===== src/hdl/fpfa_pkg.sv =====
// Shared types and constants of the fixed-partition fit allocator.
package fpfa_pkg;

  localparam int NumBlocksDef = 8;
  localparam int SizeBitsDef  = 16;

  localparam int InDataW  = 32;
  localparam int OutDataW = 32;
  localparam int CfgDataW = 4;

  // Configuration register indexes
  localparam logic CFG_FIT_POLICY    = 1'b0;
  localparam logic CFG_ACTIVE_BLOCKS = 1'b1;

  localparam logic [3:0] ActiveBlocksRst = 4'd8;

  typedef enum logic [1:0] {
    MODE_DEFINE = 2'd0,
    MODE_ALLOC  = 2'd1,
    MODE_QUERY  = 2'd2
  } mode_e;

  typedef enum logic [2:0] {
    STAT_DEFINED   = 3'd0,
    STAT_GRANTED   = 3'd1,
    STAT_NO_FIT    = 3'd2,
    STAT_QUERY     = 3'd3,
    STAT_BAD_INDEX = 3'd4
  } status_e;

  // Control part of the item that walks down the cell chain
  typedef struct packed {
    logic  valid;
    mode_e mode;
    logic  found;
  } carry_ctl_t;

endpackage


===== src/hdl/fixed_partition_fit_allocator_unit.sv =====
// Top level of the fixed-partition fit allocator: cell chain, sequencer and output register.
//
// Usage:
//   Input items arrive on the s_axis group. tdata carries, from bit 0 up: mode (2),
//   block_index (3), request_size (16), owner_id (8). Mode define sets a partition's
//   size and frees it, mode allocate grants a free partition large enough for the
//   request (first fit or best fit), mode query reads one partition back.
//   Every item gives exactly one result item on the m_axis group.
//   An item walks the chain of NUM_BLOCKS cells, one cell per cycle; its result is
//   then registered in the sequencer and then in the output register.
//   One item is in flight at a time; s_axis_tready rises again as the result is
//   loaded into the output register, so the next item can be taken even while
//   that result still waits. When the receiver stalls, the finished result holds
//   in the sequencer until the output register frees; the grant is written back
//   to its cell in that same cycle. Reset frees every partition, clears owners,
//   selects first fit and makes all eight table entries active. Partition sizes
//   are undefined until defined. Configuration (cfg_we_i, cfg_addr_i, cfg_wdata_i)
//   must be written only while idle; the block itself does not enforce this.
module fixed_partition_fit_allocator_unit #(
  parameter int NUM_BLOCKS = fpfa_pkg::NumBlocksDef,
  parameter int SIZE_BITS  = fpfa_pkg::SizeBitsDef
) (
  input  logic                          clk_i,
  input  logic                          rst_ni,
  input  logic                          cfg_we_i,
  input  logic                          cfg_addr_i,
  input  logic [fpfa_pkg::CfgDataW-1:0] cfg_wdata_i,
  input  logic                          s_axis_tvalid,
  output logic                          s_axis_tready,
  // mode[1:0], block_index[4:2], request_size[20:5], owner_id[28:21], zero fill
  input  logic [fpfa_pkg::InDataW-1:0]  s_axis_tdata,
  output logic                          m_axis_tvalid,
  input  logic                          m_axis_tready,
  // status[2:0], chosen_index[5:3], chosen_size[21:6], chosen_busy[22],
  // chosen_owner[30:23], zero fill
  output logic [fpfa_pkg::OutDataW-1:0] m_axis_tdata
);
  import fpfa_pkg::*;

  localparam int IdxW = $clog2(NUM_BLOCKS);
  localparam int ExtW = (SIZE_BITS > 16) ? SIZE_BITS : 16;

  typedef enum logic [1:0] {
    ST_IDLE,
    ST_SCAN,
    ST_DELIVER
  } state_e;

  state_e state_q;

  // configuration
  logic       fit_policy_q;
  logic [3:0] active_blocks_q;

  always_ff @(posedge clk_i or negedge rst_ni) begin
    if (!rst_ni) begin
      fit_policy_q    <= 1'b0;
      active_blocks_q <= ActiveBlocksRst;
    end else if (cfg_we_i) begin
      unique case (cfg_addr_i)
        CFG_FIT_POLICY:    fit_policy_q    <= cfg_wdata_i[0];
        CFG_ACTIVE_BLOCKS: active_blocks_q <= cfg_wdata_i[3:0];
        default: ;
      endcase
    end
  end

  // unpack the input item
  logic                 s_acc;
  logic [ExtW-1:0]      req_ext;
  logic [SIZE_BITS-1:0] req_in;

  assign s_axis_tready = (state_q == ST_IDLE);
  assign s_acc         = s_axis_tvalid && s_axis_tready;
  assign req_ext       = ExtW'(s_axis_tdata[20:5]);
  assign req_in        = req_ext[SIZE_BITS-1:0];

  // chain links: link 0 is the launch register, link NUM_BLOCKS leaves the last cell
  carry_ctl_t           ch_ctl   [NUM_BLOCKS+1];
  logic [2:0]           ch_tgt   [NUM_BLOCKS+1];
  logic [SIZE_BITS-1:0] ch_req   [NUM_BLOCKS+1];
  logic [7:0]           ch_owner [NUM_BLOCKS+1];
  logic [IdxW-1:0]      ch_bidx  [NUM_BLOCKS+1];
  logic [SIZE_BITS-1:0] ch_bsize [NUM_BLOCKS+1];
  logic                 ch_bbusy [NUM_BLOCKS+1];
  logic [7:0]           ch_bown  [NUM_BLOCKS+1];

  carry_ctl_t           launch_ctl_q;
  logic [2:0]           launch_tgt_q;
  logic [SIZE_BITS-1:0] launch_req_q;
  logic [7:0]           launch_owner_q;

  assign ch_ctl[0]   = launch_ctl_q;
  assign ch_tgt[0]   = launch_tgt_q;
  assign ch_req[0]   = launch_req_q;
  assign ch_owner[0] = launch_owner_q;
  assign ch_bidx[0]  = '0;
  assign ch_bsize[0] = '0;
  assign ch_bbusy[0] = 1'b0;
  assign ch_bown[0]  = 8'd0;

  // grant write-back, pulsed when the result enters the output register
  logic            commit_en;
  logic            commit_pend_q;
  logic [IdxW-1:0] commit_idx_q;
  logic [7:0]      commit_owner_q;

  for (genvar g = 0; g < NUM_BLOCKS; g++) begin : g_cell
    fpfa_cell #(
      .NUM_BLOCKS (NUM_BLOCKS),
      .SIZE_BITS  (SIZE_BITS),
      .CELL_IDX   (g),
      .IDX_W      (IdxW)
    ) u_cell (
      .clk_i           (clk_i),
      .rst_ni          (rst_ni),
      .fit_policy_i    (fit_policy_q),
      .active_blocks_i (active_blocks_q),
      .commit_en_i     (commit_en),
      .commit_idx_i    (commit_idx_q),
      .commit_owner_i  (commit_owner_q),
      .ctl_i           (ch_ctl[g]),
      .tgt_i           (ch_tgt[g]),
      .req_i           (ch_req[g]),
      .owner_i         (ch_owner[g]),
      .best_idx_i      (ch_bidx[g]),
      .best_size_i     (ch_bsize[g]),
      .best_busy_i     (ch_bbusy[g]),
      .best_owner_i    (ch_bown[g]),
      .ctl_o           (ch_ctl[g+1]),
      .tgt_o           (ch_tgt[g+1]),
      .req_o           (ch_req[g+1]),
      .owner_o         (ch_owner[g+1]),
      .best_idx_o      (ch_bidx[g+1]),
      .best_size_o     (ch_bsize[g+1]),
      .best_busy_o     (ch_bbusy[g+1]),
      .best_owner_o    (ch_bown[g+1])
    );
  end

  // form the result from the item leaving the chain
  carry_ctl_t      tail_ctl;
  logic [ExtW-1:0] tail_size_ext;
  status_e         res_status;
  logic [2:0]      res_index;
  logic [15:0]     res_size;
  logic            res_busy;
  logic [7:0]      res_owner;
  logic            res_commit;

  assign tail_ctl      = ch_ctl[NUM_BLOCKS];
  assign tail_size_ext = ExtW'(ch_bsize[NUM_BLOCKS]);

  always_comb begin
    res_status = STAT_BAD_INDEX;
    res_index  = 3'd0;
    res_size   = 16'd0;
    res_busy   = 1'b0;
    res_owner  = 8'd0;
    res_commit = 1'b0;
    unique case (tail_ctl.mode)
      MODE_DEFINE, MODE_QUERY: begin
        if (tail_ctl.found) begin
          res_status = (tail_ctl.mode == MODE_DEFINE) ? STAT_DEFINED : STAT_QUERY;
          res_index  = 3'(ch_bidx[NUM_BLOCKS]);
          res_size   = tail_size_ext[15:0];
          res_busy   = ch_bbusy[NUM_BLOCKS];
          res_owner  = ch_bown[NUM_BLOCKS];
        end
      end
      MODE_ALLOC: begin
        if (tail_ctl.found) begin
          res_status = STAT_GRANTED;
          res_index  = 3'(ch_bidx[NUM_BLOCKS]);
          res_size   = tail_size_ext[15:0];
          res_busy   = 1'b1;
          res_owner  = ch_owner[NUM_BLOCKS];
          res_commit = 1'b1;
        end else begin
          res_status = STAT_NO_FIT;
        end
      end
      default: ;
    endcase
  end

  // sequencer and output register
  logic [OutDataW-1:0] hold_q;
  logic                m_valid_q;
  logic [OutDataW-1:0] m_data_q;
  logic                out_free;

  assign out_free  = !m_valid_q || m_axis_tready;
  assign commit_en = (state_q == ST_DELIVER) && out_free && commit_pend_q;

  always_ff @(posedge clk_i or negedge rst_ni) begin
    if (!rst_ni) begin
      state_q       <= ST_IDLE;
      launch_ctl_q  <= '0;
      commit_pend_q <= 1'b0;
      m_valid_q     <= 1'b0;
    end else begin
      // launch pulses for one cycle per accepted item
      launch_ctl_q.valid <= s_acc;
      // load a finished result, or drop the one just taken
      if (state_q == ST_DELIVER && out_free) begin
        m_valid_q <= 1'b1;
      end else if (m_axis_tready) begin
        m_valid_q <= 1'b0;
      end
      unique case (state_q)
        ST_IDLE: begin
          if (s_acc) begin
            launch_ctl_q.mode  <= mode_e'(s_axis_tdata[1:0]);
            launch_ctl_q.found <= 1'b0;
            state_q            <= ST_SCAN;
          end
        end
        ST_SCAN: begin
          if (tail_ctl.valid) begin
            commit_pend_q <= res_commit;
            state_q       <= ST_DELIVER;
          end
        end
        ST_DELIVER: begin
          if (out_free) begin
            commit_pend_q <= 1'b0;
            state_q       <= ST_IDLE;
          end
        end
        default: state_q <= ST_IDLE;
      endcase
    end
  end

  always_ff @(posedge clk_i) begin
    if (s_acc) begin
      launch_tgt_q   <= s_axis_tdata[4:2];
      launch_req_q   <= req_in;
      launch_owner_q <= s_axis_tdata[28:21];
    end
    if (state_q == ST_SCAN && tail_ctl.valid) begin
      hold_q         <= {1'b0, res_owner, res_busy, res_size, res_index, res_status};
      commit_idx_q   <= ch_bidx[NUM_BLOCKS];
      commit_owner_q <= ch_owner[NUM_BLOCKS];
    end
    if (state_q == ST_DELIVER && out_free) begin
      m_data_q <= hold_q;
    end
  end

  assign m_axis_tvalid = m_valid_q;
  assign m_axis_tdata  = m_data_q;

endmodule


===== src/hdl/fpfa_cell.sv =====
// One partition cell: holds size, busy flag and owner, and passes the scan item on.
module fpfa_cell #(
  parameter int NUM_BLOCKS = fpfa_pkg::NumBlocksDef,
  parameter int SIZE_BITS  = fpfa_pkg::SizeBitsDef,
  parameter int CELL_IDX   = 0,
  parameter int IDX_W      = $clog2(NUM_BLOCKS)
) (
  input  logic                 clk_i,
  input  logic                 rst_ni,
  input  logic                 fit_policy_i,
  input  logic [3:0]           active_blocks_i,
  input  logic                 commit_en_i,
  input  logic [IDX_W-1:0]     commit_idx_i,
  input  logic [7:0]           commit_owner_i,
  input  fpfa_pkg::carry_ctl_t ctl_i,
  input  logic [2:0]           tgt_i,
  input  logic [SIZE_BITS-1:0] req_i,
  input  logic [7:0]           owner_i,
  input  logic [IDX_W-1:0]     best_idx_i,
  input  logic [SIZE_BITS-1:0] best_size_i,
  input  logic                 best_busy_i,
  input  logic [7:0]           best_owner_i,
  output fpfa_pkg::carry_ctl_t ctl_o,
  output logic [2:0]           tgt_o,
  output logic [SIZE_BITS-1:0] req_o,
  output logic [7:0]           owner_o,
  output logic [IDX_W-1:0]     best_idx_o,
  output logic [SIZE_BITS-1:0] best_size_o,
  output logic                 best_busy_o,
  output logic [7:0]           best_owner_o
);
  import fpfa_pkg::*;

  localparam logic [6:0]       MeIdx   = 7'(CELL_IDX);
  localparam logic [IDX_W-1:0] MeIdxIw = IDX_W'(CELL_IDX);

  logic [SIZE_BITS-1:0] size_q, size_d;
  logic                 busy_q, busy_d;
  logic [7:0]           own_q, own_d;

  carry_ctl_t           ctl_q, ctl_d;
  logic [2:0]           tgt_q;
  logic [SIZE_BITS-1:0] req_q;
  logic [7:0]           owner_q;
  logic [IDX_W-1:0]     bidx_q, bidx_d;
  logic [SIZE_BITS-1:0] bsize_q, bsize_d;
  logic                 bbusy_q, bbusy_d;
  logic [7:0]           bown_q, bown_d;

  logic active, hit;

  assign active = {3'b000, active_blocks_i} > MeIdx;
  assign hit    = {4'b0000, tgt_i} == MeIdx;

  always_comb begin
    size_d  = size_q;
    busy_d  = busy_q;
    own_d   = own_q;
    ctl_d   = ctl_i;
    bidx_d  = best_idx_i;
    bsize_d = best_size_i;
    bbusy_d = best_busy_i;
    bown_d  = best_owner_i;
    if (commit_en_i && commit_idx_i == MeIdxIw) begin
      busy_d = 1'b1;
      own_d  = commit_owner_i;
    end
    if (ctl_i.valid && active) begin
      unique case (ctl_i.mode)
        MODE_DEFINE: begin
          if (hit) begin
            size_d      = req_i;
            busy_d      = 1'b0;
            own_d       = 8'd0;
            ctl_d.found = 1'b1;
            bidx_d      = MeIdxIw;
            bsize_d     = req_i;
            bbusy_d     = 1'b0;
            bown_d      = 8'd0;
          end
        end
        MODE_QUERY: begin
          if (hit) begin
            ctl_d.found = 1'b1;
            bidx_d      = MeIdxIw;
            bsize_d     = size_q;
            bbusy_d     = busy_q;
            bown_d      = own_q;
          end
        end
        MODE_ALLOC: begin
          // first fit keeps the earliest hit; best fit replaces on strictly smaller
          if (!busy_q && size_q >= req_i &&
              (!ctl_i.found || (fit_policy_i && size_q < best_size_i))) begin
            ctl_d.found = 1'b1;
            bidx_d      = MeIdxIw;
            bsize_d     = size_q;
          end
        end
        default: ;
      endcase
    end
  end

  always_ff @(posedge clk_i or negedge rst_ni) begin
    if (!rst_ni) begin
      busy_q <= 1'b0;
      own_q  <= 8'd0;
      ctl_q  <= '0;
    end else begin
      busy_q <= busy_d;
      own_q  <= own_d;
      ctl_q  <= ctl_d;
    end
  end

  always_ff @(posedge clk_i) begin
    size_q  <= size_d;
    tgt_q   <= tgt_i;
    req_q   <= req_i;
    owner_q <= owner_i;
    bidx_q  <= bidx_d;
    bsize_q <= bsize_d;
    bbusy_q <= bbusy_d;
    bown_q  <= bown_d;
  end

  assign ctl_o        = ctl_q;
  assign tgt_o        = tgt_q;
  assign req_o        = req_q;
  assign owner_o      = owner_q;
  assign best_idx_o   = bidx_q;
  assign best_size_o  = bsize_q;
  assign best_busy_o  = bbusy_q;
  assign best_owner_o = bown_q;

endmodule


===== config.mk =====
export PLATFORM = sky130hd
export DESIGN_NAME = fixed_partition_fit_allocator_unit
export DESIGN_NICKNAME = d
export VERILOG_FILES = /design/src/hdl/fpfa_pkg.sv /design/src/hdl/fixed_partition_fit_allocator_unit.sv /design/src/hdl/fpfa_cell.sv
export SDC_FILE = /design/constraint.sdc
export NUM_CORES = 1
export LEC_CHECK = 0
export ABC_AREA = 1
export ABC_CLOCK_PERIOD_IN_PS = 6850
export BUFFER_PORTS_ARGS = -buffer_cell sky130_fd_sc_hd__buf_4
export CAP_MARGIN = 20
export CORE_UTILIZATION = 68
export DETAILED_ROUTE_END_ITERATION = 8
export HOLD_SLACK_MARGIN = 0.06
export PLACE_DENSITY = 0.86
export SLEW_MARGIN = 20
export SYNTH_ARGS = -nofsm -noshare
export SYNTH_HDL_FRONTEND = slang
export SYNTH_SLANG_ARGS = --single-unit

===== constraint.sdc =====
create_clock -name clk_i -period 6.85 [get_ports clk_i]
set_input_delay 0.3425 -clock clk_i [delete_from_list [all_inputs] [get_ports clk_i]]
set_output_delay 0.3425 -clock clk_i [all_outputs]
set_load 0.02 [all_outputs]

==> impl_results.md, run 1 <==
- Worst EP arrival: 3.60 ns
- Die area: 51,420 sq um
- Hpwl dp: 54.19 mm
- Area growth syn-to-layout: 11.10%
- RD Place Congestion: 0.8948
- Maximum vdd drop: 0.2542 mV
- Worst-Skew Late Latency: 0.63 ns
- CP max FO: 22
- Yosys top cell by area: dfxtp_1
- Worst-path clk slew: 0.06 ns
- Largest net degree at the start of global routing: 74
- Synth Warn #: 0
- Worst-Margin Slew: 1.124 ns
- Core Box Area: 49,970 sq um
- Mapped Cells: 4,008
- Most common cell after layout, fill and taps aside: nand2_1
- Antenna Violating Nets Remaining: 0
- Utilization after layout: 76.38%
- Critical path type: register to register
- CTS tree: yes
- Outcome: complete, no violations
- Initial antenna violation count: 0
- Max Fclk: 322.8 MHz
- Sequential cell area: 18,040 sq um
- Minimum clock period: 3.098 ns
- Top FF cell, synth: dfxtp_1
- Commonest cells after routing, fill and taps aside: nand2_1 (830), inv_1 (585), dfxtp_1 (414)
- Area after DPL: 35,300 sq um
- Mapped cell area: 34,350 sq um
- Ratio of cells with drive above 1 in the final layout: 7.046%
- Required time worst endpoint: 7.35 ns
- Root buf cell: clkbuf_16
- Wire per inst: 16.85 um
- CTS Buf Count: 74
- Final Cycle Share: 45.23%
- Finished Cell Area: 38,170 sq um
- Congestion Overflow GR: 0
- H-tree depth: 3
- Port Buffers: 71
- CTS max path bufs: 3
- Number of cell rows: 82
- Total Routing Usage GR: 32.16%
- Share of the synthesized area in the top cell type: 24.13%
- Post-CTS setup buffers: 0
- Starting Density: 68.75%
- CP endpoint kind: register
- Number of synthesized flops with an enable pin: 228
- Main combinational cell family by area after synthesis: simple AND/OR/NAND/NOR gates
- Sequential area share after synthesis: 52.51%
- Max Slew Vio Count: 0
- Slew margin rel.: 24.78%
- Distinct cells, synth: 46
- Final Hold Vio Count: 0
- Number of synthesized register bits: 758
- 1st-iter DRT viols: 2,674
- RSZ-0062 raised after global routing: no
- Maxcap violations: 0
- Post-synthesis simple-gate area fraction: 19.19%
- Fillers: 3,210
- Via density: 5.652
- Worst min-delay path category: input port to register
- Pwr Density: 391.3 nW/um^2
- Post-Synth XOR/XNOR Area: 0%
- Nets: 4,357
- WL final: 81.15 mm
- Skew final: 0.02360 ns
- Adder-Cell Fraction of Synth Area: 8.486%
- Post-synthesis mux area share: 0%
- Asr flop ratio synth: 15.30%
- DRC errors left: 0
- Setup TNS: 0 ns
- Die Width: 226.8 um
- Synth Area in Compound Gates: 11.30%
- Largest cells by area after synthesis: dfxtp_1 (24%), edfxtp_1 (20%), nand2_1 (9.1%), ha_1 (8.5%), dfrtp_1 (8.4%)
- DRT Pass-1 Iters: 5
- Die H: 226.8 um
- First-pass GRT wire length: 130.6 mm
- Worst Setup Start Kind: register
- CTS Sinks: 758
- Leak pwr: 18.50 nW
- Synthesized Nets: 4,283
- Vias in the first global route: 26,580
- Mean post-synth cell area: 8.571 sq um
- Multi-input gate area: 13,420 sq um
- I/O pin cnt: 76
- Final setup vio count: 0
- Routed via count: 27,220
- Diode count: 0
-- critical path, cell delays in order (launching register included) --
cell and delay, ns:
dfrtp_1 0.81, nand2_1 0.25, nand2_1 0.71, clkinv_1 0.79, nor2_1 0.32, a21oi_1 0.09
-- registers in the layout (all words and copies together), names as in the netlist, 2 cells and up --
signal,cells
launch_tgt_q,3
g_cell.u_cell.ctl_o,32
g_cell.u_cell.own_q,64
g_cell.u_cell.tgt_o,21
active_blocks_q,4
ch_ctl,3
g_cell.u_cell.best_busy_o,8
g_cell.u_cell.best_size_o,128
state_q,2
g_cell.u_cell.size_q,128
hold_q,31
launch_req_q,16
commit_owner_q,8
launch_owner_q,8
m_axis_tdata,31
commit_idx_q,3
g_cell.u_cell.req_o,112
g_cell.u_cell.best_idx_o,17
g_cell.u_cell.busy_q,8
g_cell.u_cell.owner_o,64
g_cell.u_cell.best_owner_o,64
-- power breakdown --
part	leakage [nW]	internal, W	switching, W
sequential	7.08	0.00562	0.000664
clock	1.23	0.00244	0.00172
combinational	10.2	0.00145	0.00305
total	18.5	0.00950	0.00544
-- metal layers --
layer	track usage, %	wire length (um)	up-vias
li1	-	-	13210
met2	56.68	40580	1140
met4	22.14	4695	0
met5	0	0	-
met1	35.77	30900	12610
met3	4.730	4965	269
-- final cells by class --
cell class              count  share of cell area (%)
clock buffers             110                   5.662
clock inverters            28                  0.9048
inverters                 609                   5.990
multi-input cells        2508                   35.15
flip-flops and latches    758                   47.26
well taps                 672                   2.203
repair buffers            131                   2.823
-- worst paths after layout --
kind	start	cells after the start	to	slack, ns
max in group asynchronous	rst_ni	3	g_cell[7].u_cell.ctl_o[0]$_DFF_PN0_	5.10
setup / recovery	g_cell[6].u_cell.ctl_o[2]$_DFF_PN0_	5	g_cell[7].u_cell.best_size_o[15]$_DFF_P_	3.75
hold / removal	cfg_wdata_i[1]	3	active_blocks_q[1]$_DFFE_PN0P_	0.1
min in group asynchronous	rst_ni	2	ch_ctl[34]$_DFFE_PN0P_	0.33
hold reg to reg	g_cell[6].u_cell.owner_o[5]$_DFF_P_	0	g_cell[7].u_cell.owner_o[5]$_DFF_P_	0.32
setup reg to reg	g_cell[6].u_cell.ctl_o[2]$_DFF_PN0_	5	g_cell[7].u_cell.best_size_o[15]$_DFF_P_	3.75
-- logic make-up after synthesis --
| group | count (synthesis) |
|---|---|
| AO/OA/AOI/OAI | 718 |
| adder cells (fa/ha/maj) | 233 |
| buffers and inverters | 742 |
| flip-flops | 758 |
| other | 1 |
| AND/OR/NAND/NOR | 1556 |
-- metrics by stage --
| stage | power (W) | hold slack [ns] | std cells | worst slack (ns) |
|---|---|---|---|---|
| 6_report | 0.01493 | 0.09532 | 4816 | 3.752 |
| 3_3_place_gp | 0.01037 | 0.3100 | 4641 | 4.078 |
| 3_5_place_dp | 0.01060 | 0.3121 | 4643 | 4.012 |
| 5_1_grt | 0.01581 | 0.09543 | 4816 | 3.657 |
| 2_1_floorplan | 0.009382 | 0.04691 | 4008 | 4.577 |
| 4_1_cts | 0.01481 | 0.06361 | 4814 | 3.909 |
-- synthesized netlist by cell type, drive strengths merged (50+ instances only) --
master / instances
nand2: 847
nand3: 330
buf: 50
edfxtp: 228
ha: 233
nor2: 346
clkbuf: 83
a21oi: 342
dfxtp: 414
o21ai: 273
a211oi: 55
dfrtp: 115
inv: 607
-- what timing repair did --
| action | CTS | global route |
|---|---|---|
| gates resized for setup | 0 | 0 |
| endpoints found under the hold margin | 75 | 0 |
| hold buffers | 33 | 0 |
Power figures use the tool's default switching activity.
==> run 2: changes to the inputs <==
--- a/config.mk
+++ b/config.mk
@@ -5,14 +5,14 @@
 export SDC_FILE = /design/constraint.sdc
 export NUM_CORES = 1
 export LEC_CHECK = 0
-export ABC_AREA = 1
-export ABC_CLOCK_PERIOD_IN_PS = 6850
+export ABC_AREA = 0
+export ABC_CLOCK_PERIOD_IN_PS = 2550
 export BUFFER_PORTS_ARGS = -buffer_cell sky130_fd_sc_hd__buf_4
 export CAP_MARGIN = 20
-export CORE_UTILIZATION = 68
+export CORE_UTILIZATION = 56
 export DETAILED_ROUTE_END_ITERATION = 8
 export HOLD_SLACK_MARGIN = 0.06
-export PLACE_DENSITY = 0.86
+export PLACE_DENSITY = 0.75
 export SLEW_MARGIN = 20
 export SYNTH_ARGS = -nofsm -noshare
 export SYNTH_HDL_FRONTEND = slang
==> constraint.sdc (replaced) <==
create_clock -name clk_i -period 2.55 [get_ports clk_i]
set_input_delay 0.1275 -clock clk_i [delete_from_list [all_inputs] [get_ports clk_i]]
set_output_delay 0.1275 -clock clk_i [all_outputs]
set_load 0.02 [all_outputs]
==> run 2 against run 1 <==
Net effect:
- the run now ends with negative setup slack left
- flip-flop and latch count unchanged
- hold slack gained 0.12 ns
- global-route usage shrank 5.8 points
- count of clock-buffer cells in the layout fell by 1
- sequential share of layout area down 1.7 points
- critical path depth grew 10
- power increased by 120%
- clock power grew to 2.8 times the previous value
- critical path type unchanged
==> impl_results.md, run 2 <==
- Pwr Density: 826.0 nW/um^2 (+110%)
- 1st-iter DRT viols: 1,186 (-56%)
- Final setup vio count: 72 (+72)
- CP endpoint kind: register
- Worst EP arrival: 3.51 ns (-0.09 ns)
- Ratio of cells with drive above 1 in the final layout: 23.05% (+16 points)
- Synth Warn #: 0 (unchanged)
- Final Hold Vio Count: 0 (unchanged)
- Outcome: complete, but fails checks
- Internal Pwr Total: 0.02345 W (+150%)
- Vias in the first global route: 23,040 (-13%)
- H-tree depth: 3 (unchanged)
- Total Routing Usage GR: 26.34% (-5.8 points)
- Pre-CTS WS: -0.5518 ns (-4.563 ns)
- Maximum vdd drop: 0.5955 mV (+130%)
- Worst R2R End: g_cell[2].u_cell.best_size_o[0]$_DFF_P_
- Routed via count: 22,200 (-18%)
- Worst path most repeated cell: buf_6
- Top-count cell post-synth: dfxtp_1
- Core Box Area: 55,200 sq um (+10%)
- Worst Setup Start Kind: register
- Fillers: 3,682 (+15%)
- Sequential area share after synthesis: 57.61% (+5.1 points)
- Hold_sp: s_axis_tdata[22]
- Antenna Violating Nets Remaining: 0 (unchanged)
- CTS tree: yes
- Share of the synthesized area in the top cell type: 26.47% (+2.3 points)
- Initial antenna violation count: 0 (unchanged)
- Final Cycle Share: 116.8% (+72 points)
- Crit. Startpoint: g_cell[2].u_cell.size_q[2]$_DFFE_PP_
- Port Buffers: 71 (unchanged)
- Largest cells by area after synthesis: dfxtp_1 (26%), edfxtp_1 (22%), ha_1 (9.3%), dfrtp_1 (9.2%), mux2i_1 (4.3%)
- Synthesized Nets: 3,054 (-29%)
- Leak pwr: 16.78 nW (-9.3%)
- Max Fclk: 335.7 MHz (+4.0%)
- DRT Pass-1 Iters: 5 (unchanged)
- Hpwl dp: 51.40 mm (-5.1%)
- Hold path cells: 2 (-1)
- Clock power share: 35.6% (+7.8 points)
- Max Slew Vio Count: 0 (unchanged)
- Maxcap violations: 0 (unchanged)
- Critical path type: register to register
- Setup crit end: g_cell[2].u_cell.best_size_o[0]$_DFF_P_
- Sequential cell area: 18,050 sq um (about the same)
- R2R depth: 15 (+10)
- Multi-input gate area: 13,140 sq um (-2.0%)
- Top FF cell, synth: dfxtp_1
- Most common cell after layout, fill and taps aside: dfxtp_1
- Setup TNS: -11.73 ns (-11.73 ns)
- Combinational share of power: 19.4% (-11 points)
- Area growth syn-to-layout: 26.47%
- Congestion Overflow GR: 0 (unchanged)
- Failing checks: negative setup slack
- First-pass GRT wire length: 118.6 mm (-9.2%)
- CTS Sinks: 758 (unchanged)
- Number of cell rows: 86 (+4.9%)
- Switching share of power: 28.32% (-8.1 points)
- Final WS setup: -0.4292 ns (-4.181 ns)
- Mapped Cells: 2,779 (-31%)
- Worst-Skew Late Latency: 0.63 ns (about the same)
- I/O pin cnt: 76 (unchanged)
- Die H: 238.5 um (+5.2%)
- Reg-to-Reg Start: g_cell[2].u_cell.size_q[2]$_DFFE_PP_
- Slew margin rel.: 46.87% (+22 points)
- Total power: 0.03271 W (+120%)
- Wire per inst: 18.63 um (+11%)
- Worst min-delay path category: input port to register
- Minimum clock period: 2.979 ns (-0.1190 ns)
- RSZ-0062 raised after global routing: yes
- CTS max path bufs: 3 (unchanged)
- Die area: 56,860 sq um (+11%)
- WL final: 74.40 mm (-8.3%)
- Via density: 5.559 (-1.6%)
- Worst-Margin Slew: 0.7969 ns (-0.3272 ns)
- Starting Density: 56.72% (-12 points)
- Mapped cell area: 31,310 sq um (-8.9%)
- Skew final: 0.01828 ns (-0.005324 ns)
- Post-synth top cells: dfxtp_1 (414), nand2_1 (259), inv_1 (244)
- DRC errors left: 0 (unchanged)
- Die Width: 238.5 um (+5.2%)
- CP Cell Sequence: buf_6 -> ha_4 -> a211o_1 -> a31oi_4 -> o21ai_2 -> a211oi_2 -> buf_4 -> nor2b_4 -> buf_6 -> nor4_4 -> buf_6 -> buf_12 -> buf_12 -> o21ai_2 -> o211ai_1
- Largest net degree at the start of global routing: 62 (-16%)
- CP max FO: 5 (-77%)
- RD Place Congestion: 0.9254 (+3.4%)
- Asr flop ratio synth: 15.30% (unchanged)
- CP max-delay cell: edfxtp_1
- Reg2reg setup slack: -0.43 ns (-4.18 ns)
- Required time worst endpoint: 3.08 ns (-4.27 ns)
- Commonest cells after routing, fill and taps aside: dfxtp_1 (407), buf_4 (345), nand2_1 (257)
- CTS Buf Count: 77 (+4.1%)
- Worst-path clk slew: 0.06 ns (about the same)
- Nets: 3,455 (-21%)
- Number of synthesized register bits: 758 (unchanged)
- Yosys top cell by area: dfxtp_1
- Root buf cell: clkbuf_16
- Distinct cells, synth: 80 (+74%)
- Number of synthesized flops with an enable pin: 228 (unchanged)
- Mean post-synth cell area: 11.27 sq um (+31%)
- Psw: 0.009263 W (+70%)
- Part of the power in registers: 44.9% (+2.9 points)
- Critical path's largest stage delay: 0.42 ns (-0.39 ns)
==> run 2: cell count changes after synthesis, moves of 50 or more <==
cell     previous run  this run
mux2i_1             0       136
inv_1             586       244
nand3_1           330        35
nand2_1           831       259
o21ai_0           267        93
a221o_1             0        50
a21oi_1           342       107
nor2_1            332       206
==> run 2: through the flow <==
step	instance area (sq um)	cells	utilization (%)	hold slack, ns
floorplan	31340	2779	-	-0.1681
global placement	34340	3739	62.21	0.07303
detailed placement	34340	3739	62.21	0.07687
CTS	38800	3972	70.29	0.1895
global route	39600	3993	71.73	0.2067
finish	39600	3994	71.74	0.2191
==> run 2: worst max-delay path, delay by kind of cell (launching register included) <==
family / cells / cell delay, ns
compound gates: 6 / 1.13
fa+ha+maj: 1 / 0.20
simple gates: 2 / 0.25
flops: 1 / 0.42
buf+inv: 6 / 0.85
==> run 2: repair_timing <==
action | in CTS | in global routing
buffers inserted | 40 | 21
resized for setup | 163 | 116
gates cloned | 11 | 2
hold endpoints to repair | 153 | 0
endpoints found under the setup margin | 120 | 145
hold buffers | 43 | 0
pin swaps | 61 | 89
==> run 2: cell type report <==
cell class	instances	area share, %
multi-input combinational	1658	33.19
timing repair buffer	440	9.826
sequential	758	45.57
clock buffer	109	5.434
tap	748	2.363
antenna	1	0.006319
clock inverter	35	1.286
inverter	245	2.322
==> run 2: kinds of logic after synthesis <==
family,after synthesis,share of synthesized area [%]
AO/OA/AOI/OAI,510,11.63
buffers and inverters,364,4.743
other,1,0.01198
adder cells (fa/ha/maj),233,9.311
multiplexers,174,5.714
flip-flops,758,57.61
AND/OR/NAND/NOR,739,10.98
==> run 2: power groups by stage <==
| stage | Sequential [W] | Combinational [W] | Clock [W] |
|---|---|---|---|
| after detailed placement | 0.0149 | 0.00527 | 0 |
| after CTS | 0.0147 | 0.00591 | 0.0118 |
| after floorplan | 0.0145 | 0.00358 | 0 |
| final | 0.0147 | 0.00636 | 0.0116 |
| after global placement | 0.0149 | 0.00513 | 0 |
| after global routing | 0.0148 | 0.00686 | 0.0124 |
==> run 2: per-layer routing <==
metal	track usage (%)	share of wire [%]	vias up
met4	12.82	5.0	0
met5	0	0	-
met2	49.30	53	532
met1	29.04	39	10780
li1	-	-	10680
met3	3.783	3.3	219
==> run 2: worst min-delay path by stage <==
stage | end | slack [ns]
floorplan | active_blocks_q[0]$_DFFE_PN0P_ | -0.17
global placement | ch_ctl[34]$_DFFE_PN0P_ | 0.07
detailed placement | ch_ctl[34]$_DFFE_PN0P_ | 0.08
CTS | launch_tgt_q[0]$_DFFE_PP_ | 0.19
global route | launch_req_q[6]$_DFFE_PP_ | 0.21
finish | launch_owner_q[1]$_DFFE_PP_ | 0.22
